===== src/rtl/ypp_pkg.sv =====
// ypp_pkg: shared types, constants and the quarter-wave sine table builder
// for the yaw/pitch pose integrator. No dependencies.

package ypp_pkg;

    // default quarter-wave table depth, must be a power of two (64 to 4096)
    localparam int SINE_DEPTH_DEF = 256;

    localparam int TWO_PI_Q12    = 25736;
    localparam int HALF_TURN_Q12 = TWO_PI_Q12 / 2;

    localparam int DELTA_W = 24;
    localparam int POS_W   = 32;
    localparam int PITCH_W = 14;
    localparam int YAW_W   = 15;
    localparam int TRIG_W  = 16;
    localparam int ROM_W   = 15;
    localparam int CFG_W   = 14;
    localparam int PMAX_W  = 13;

    localparam int S_TDATA_W = 72;
    localparam int M_TDATA_W = 176;

    localparam logic [63:0] HALF_PI_Q30 = 64'd1686629713;

    localparam logic signed [PITCH_W-1:0] PITCH_MIN_RST = -14'sd5615;
    localparam logic [PMAX_W-1:0]         PITCH_MAX_RST = 13'd5615;
    localparam logic signed [POS_W-1:0]   POS_Z_RST     = -32'sd196608;

    // divisors (2k)(2k+1) of the taylor terms, k = 1..8
    localparam logic [63:0] TAYLOR_DIV [8] = '{
        64'd6, 64'd20, 64'd42, 64'd72, 64'd110, 64'd156, 64'd210, 64'd272
    };

    typedef enum logic [0:0] {
        CFG_PITCH_MIN = 1'b0,
        CFG_PITCH_MAX = 1'b1
    } cfg_idx_t;

    typedef enum logic [0:0] {
        CMD_MOVE   = 1'b0,
        CMD_ROTATE = 1'b1
    } cmd_t;

    typedef struct packed {
        cmd_t                       cmd;
        logic signed [DELTA_W-1:0]  d_x;
        logic signed [DELTA_W-1:0]  d_y;
        logic signed [DELTA_W-1:0]  d_z;
    } item_t;

    typedef struct packed {
        logic signed [POS_W-1:0]    pos_x;
        logic signed [POS_W-1:0]    pos_y;
        logic signed [POS_W-1:0]    pos_z;
        logic signed [PITCH_W-1:0]  pitch;
        logic [YAW_W-1:0]           yaw;
        logic signed [TRIG_W-1:0]   sin_pitch;
        logic signed [TRIG_W-1:0]   cos_pitch;
        logic signed [TRIG_W-1:0]   sin_yaw;
        logic signed [TRIG_W-1:0]   cos_yaw;
    } pose_t;

    // sine of x (Q2.30 radians) in Q1.14, taylor series up to x^17
    function automatic logic [ROM_W-1:0] sine_entry(input logic [63:0] x);
        logic [63:0]        x2;
        logic [63:0]        term;
        logic signed [63:0] acc;
        logic [63:0]        rnd;
        x2   = (x * x) >> 30;
        term = x;
        acc  = $signed(x);
        for (int k = 0; k < 8; k++) begin
            term = (term * x2) >> 30;
            term = term / TAYLOR_DIV[k];
            if (k[0] == 1'b0) begin
                acc = acc - $signed(term);
            end else begin
                acc = acc + $signed(term);
            end
        end
        if (acc < 0) begin
            acc = '0;
        end
        rnd = (64'(acc) + 64'd32768) >> 16;
        return rnd[ROM_W-1:0];
    endfunction

    // cosine of a zero angle, reset value of the cached cosine terms
    localparam logic [ROM_W-1:0] COS_ZERO = sine_entry(HALF_PI_Q30);

endpackage


===== src/rtl/ypp_out.sv =====
// ypp_out: result register; forms the forward vector from the cached trig
// terms and packs the result word. Depends on ypp_pkg.

module ypp_out (
    input  logic                             aclk,
    input  logic                             load,
    input  ypp_pkg::pose_t                   pose,
    output logic [ypp_pkg::M_TDATA_W-1:0]    data
);

    logic [ypp_pkg::M_TDATA_W-1:0] data_reg;
    logic [ypp_pkg::M_TDATA_W-1:0] data_next;
    logic signed [31:0] fx_prod, fz_prod;
    logic signed [32:0] fx_rnd, fz_rnd;

    always_comb begin
        fx_prod   = $signed(pose.sin_yaw) * $signed(pose.cos_pitch);
        fz_prod   = $signed(pose.cos_yaw) * $signed(pose.cos_pitch);
        fx_rnd    = 33'(fx_prod) + 33'sd8192;
        fz_rnd    = 33'(fz_prod) + 33'sd8192;
        data_next = {3'b000, fz_rnd[29:14], pose.sin_pitch, fx_rnd[29:14],
                     pose.yaw, pose.pitch, pose.pos_z, pose.pos_y, pose.pos_x};
    end

    always_ff @(posedge aclk) begin
        if (load) begin
            data_reg <= data_next;
        end
    end

    assign data = data_reg;

endmodule


===== config.mk =====
export PLATFORM = sky130hd
export DESIGN_NAME = ypp_out
export DESIGN_NICKNAME = d
export VERILOG_FILES = /design/src/rtl/ypp_pkg.sv /design/src/rtl/ypp_out.sv
export SDC_FILE = /design/constraint.sdc
export NUM_CORES = 1
export LEC_CHECK = 0
export ABC_AREA = 1
export BUFFER_PORTS_ARGS = -buffer_cell sky130_fd_sc_hd__clkbuf_2
export CAP_MARGIN = 20
export CORE_ASPECT_RATIO = 0.7
export CORE_MARGIN = 2
export CORE_UTILIZATION = 55
export CTS_BUF_LIST = sky130_fd_sc_hd__clkbuf_8
export DETAILED_ROUTE_END_ITERATION = 12
export PLACE_DENSITY = 0.9
export SETUP_SLACK_MARGIN = 0.1
export SLEW_MARGIN = 5
export SYNTH_ARGS = -nofsm -noshare
export SYNTH_HDL_FRONTEND = slang
export SYNTH_SLANG_ARGS = --single-unit
export TNS_END_PERCENT = 20

===== constraint.sdc =====
create_clock -name aclk -period 5.26 [get_ports aclk]
set_input_delay 0.263 -clock aclk [delete_from_list [all_inputs] [get_ports aclk]]
set_output_delay 0.263 -clock aclk [all_outputs]
set_load 0.01 [all_outputs]

### After elaboration in Yosys (flattened, before gate mapping)

Index checks and enable logic that the tools add are counted.

* register bits after elaboration: 173
* logic and storage cells: 5

* add/sub/neg operators: 2
* multipliers: 2

Operator list (count)
* adder 30 x 15 -> 30 bit (second input constant): 2
* multiplier 16 x 16 -> 30 bit: 2

### Longest topological paths before layout

* depth after elaboration: 2
* gate-level depth with buffers: 27
* gate-level depth less buffers: 25

### Worst setup path before layout

Ideal clock, no wire load.

* path kind: input to register
* start point: input port pose[31] (netlist name)
* end point: register data_reg, in the netlist data[136] (data pin)
* library setup time: 259 ps
* arrival: 5299 ps
* setup slack: -298 ps
* stages: 18
* buffers on the path: 2
* cell sequence: clkbuf_1 > clkbuf_1 > nand2_1 > inv_1 > fa_1 > inv_1 > fa_1 > inv_1 > fa_1 > fa_1 > fa_1 > fa_1 > ha_1 > nand2_1 > nor4_1 > nand3_1 > nand3_1 > xor2_1

* longest elaborated chain between the ends: 2

Ends and longest elaborated chain
* start: declaration: RTL line ypp_out.sv:7 `input ypp_pkg::pose_t pose,`
* multiplier 16 x 16 -> 30 bit: RTL line ypp_out.sv:17 `fx_prod = $signed(pose.sin_yaw) * $signed(pose.cos_pitch);`
* adder 30 x 15 -> 30 bit: RTL line ypp_out.sv:19 `fx_rnd = 33'(fx_prod) + 33'sd8192;`
* via fx_rnd[25]: RTL line ypp_out.sv:14 `logic signed [32:0] fx_rnd, fz_rnd;`
* end signal: assignment: RTL line ypp_out.sv:27 `data_reg <= data_next;`
* end: declaration: RTL line ypp_out.sv:11 `logic [ypp_pkg::M_TDATA_W-1:0] data_reg;`

The timed path passes the listed nets, and every way through them passes these cells.
A chain may end at the register's enable or synchronous reset.

### Worst setup path in the final report

* start point: input port pose[38] (netlist name)
* end point: register data_reg, in the netlist data[135] (data pin)

Same word-level chain as after synthesis.

==> run summary <==
setup repair after global routing missed its margin: yes
endpoints failing setup: 0
leading cell types in the layout, fill and taps excluded: inv_1 (876), nand2_1 (701), fa_1 (488)
type of the most critical hold path: input port to register
worst max-slew margin expressed relative to the limit: 49.4%
DRC violation total after the first TritonRoute iteration: 2157
commonest register cell after synthesis: edfxtp_1
via count of the first global-routing pass: 22800
flip-flop and latch count after synthesis: 173
antenna violations before repair: 4
largest driver fanout on the critical path: 12
final net count: 4432
root buf cell: clkbuf_8
number of buffers added by the clock tree synthesis step: 17
DIE WIDTH: 260 µm
initial core utilization: 55.9%
clock-pin slew on the worst setup and hold paths: 140 ps
number of enable flip-flop cells after synthesis: 173
Final HPWL DP: 58400 µm
first-pass GRT wire length: 115000 µm
CP startpoint kind: input port
worst slack, placed: -640 ps
count of final max-slew check failures: 0
count of port buffers added during placement: 363
post-detailed-placement cell area: 30000 µm²
worst path required time: 5530 ps
count of mapped cells out of synthesis: 2867
Avg Vias per Cell: 5.11
longest individual stage delay on the worst path: 630 ps
TritonRoute pass-1 iters: 6
remaining global-route overflow: 0
Synth cell types: 36
arrival time reported for the critical path endpoint: 5420 ps
Die Area: 47600 µm²
maximum level of the CTS H-tree: 4
Buffers & Inverters on Critical Path: 6
Top cell by count, worst path: fa_1
Top-Level Pins: 367
FF/Latch Area: 5190 µm²
CTS tree: yes
All-Layer GR Usage: 31.3%
final number of hold-violating endpoints: 0
DIE HEIGHT: 183 µm
most frequent standard cell in the layout excluding fill and tap cells: inv_1
kind of cell with the highest combined delay on the critical path: adder cells
Placement Rows: 65
cell area after synthesis: 25200 µm²
antenna-violating nets left: 0
maximum capacitance violations: 0
Min Clock Period, post-route: 5150 ps
CP Class: input port to register
actual transition at the worst max-transition pin: 759 ps
fraction of final layout cells with drive strength greater than 1: 22.1%
core outline area: 45100 µm²
result of the run: finished, final reports clean
Critical Path End Type: register
proportion of synthesized flip-flops having asynchronous set or reset: 0%
timing-limited maximum frequency: 194 MHz
slowest stage cell on the critical path: fa_2
number of clock sinks seen by CTS: 173
RePlAce Congestion: 0.967
share of synthesized area occupied by flip-flops and latches: 20.6%
Yosys warning total: 0
post-route fraction of the period consumed by the critical path: 98.0%
per-cell routed wire length: 17.4 µm
crit path cell chain: clkbuf_4, buf_12, buf_4, nand2_1, fa_2, inv_1, fa_1, fa_1, fa_1, fa_1, inv_1, fa_1, inv_1, ha_4, a21oi_2, nor2_1, nor2_1, o21a_1, nand3_1, xor2_1
synth-to-layout area growth: 27.2%
maximum number of pins on one net before global-route repair: 64
mean instance size in the synthesized netlist: 8.80 µm²
flip-flop count of the largest register after layout: 173
multi-input combinational cell area: 16600 µm²
total wire length after detailed routing: 73300 µm
via count: 21500
final-layout fill cell count: 3148
area of all placed cells without fillers: 32100 µm²
largest buffer count on any clock path: 2
DRC Markers: 0
fin worst setup slack: 106 ps
## layout make-up
cell class | count | share of cell area [%]
multi-input combinational | 1706 | 51.8
timing repair buffer | 813 | 18.1
sequential | 173 | 16.2
inverter | 886 | 10.4
tap | 603 | 2.35
clock buffer | 17 | 0.729
clock inverter | 15 | 0.460
antenna | 2 | 0.0156
## cell families after synthesis
logic type / share of synthesized area, %
xor+xnor: 1.08
simple gates: 14.2
fa+ha+maj: 46.7
other cells: 0.0149
flops: 20.6
compound gates: 2.60
buf+inv: 14.8
## timing repair
item	CTS	global route
endpoints found under the setup margin	10	27
endpoints found under the hold margin	141	0
hold buffers	141	0
pin swaps	0	13
cloned	0	1
setup buffers	0	5
gates resized for setup	2	81
## routing by layer
metal | wire [µm] | track usage, %
met5 | 18 | 0
met4 | 2550 | 11.0
met1 | 28200 | 42.0
met3 | 7550 | 6.99
met2 | 35000 | 50.3
## Yosys cell counts, types with 3 or more instances
cell type  count  area (µm²)
a21o_1         5        37.5
a21oi_1       59         295
buf_1          3        11.3
buf_4          4        30.0
clkbuf_1      94         353
edfxtp_1     173        5190
fa_1         496        9930
ha_1         148        1850
inv_1        880        3300
inv_2          5        18.8
nand2_1      711        2670
nand2_2        4        25.0
nand3_1       54         270
nand3_2        3        30.0
nand4_1        6        37.5
nor2_1       101         379
nor3_1        13        65.1
o21a_1         6        45.0
o21ai_0       31         155
o21ai_1        7        35.0
o21bai_1       7        52.6
or2_2         10        62.6
xnor2_1        6        52.6
xor2_1        25         219
## metrics by stage
stage,utilization (%),TNS (ps),hold slack [ps],std cells
after floorplan,-,0,362,2869
after global placement,66.4,-10420,439,4034
after detailed placement,66.4,-12200,442,4034
after CTS,70.4,0,149,4207
after global routing,71.1,-68.1,204,4215
final,71.1,0,201,4215
## worst paths after layout
| check | end | slack (ps) | cells past startpoint | start |
|---|---|---|---|---|
| hold / removal | data[137]$_DFFE_PP_ | 200 | 1 | load |
| setup / recovery | data[135]$_DFFE_PP_ | 110 | 20 | pose[38] |
Power is not shown: default switching activity piles up to over one toggle a cycle in this logic, so the estimate is an artifact.
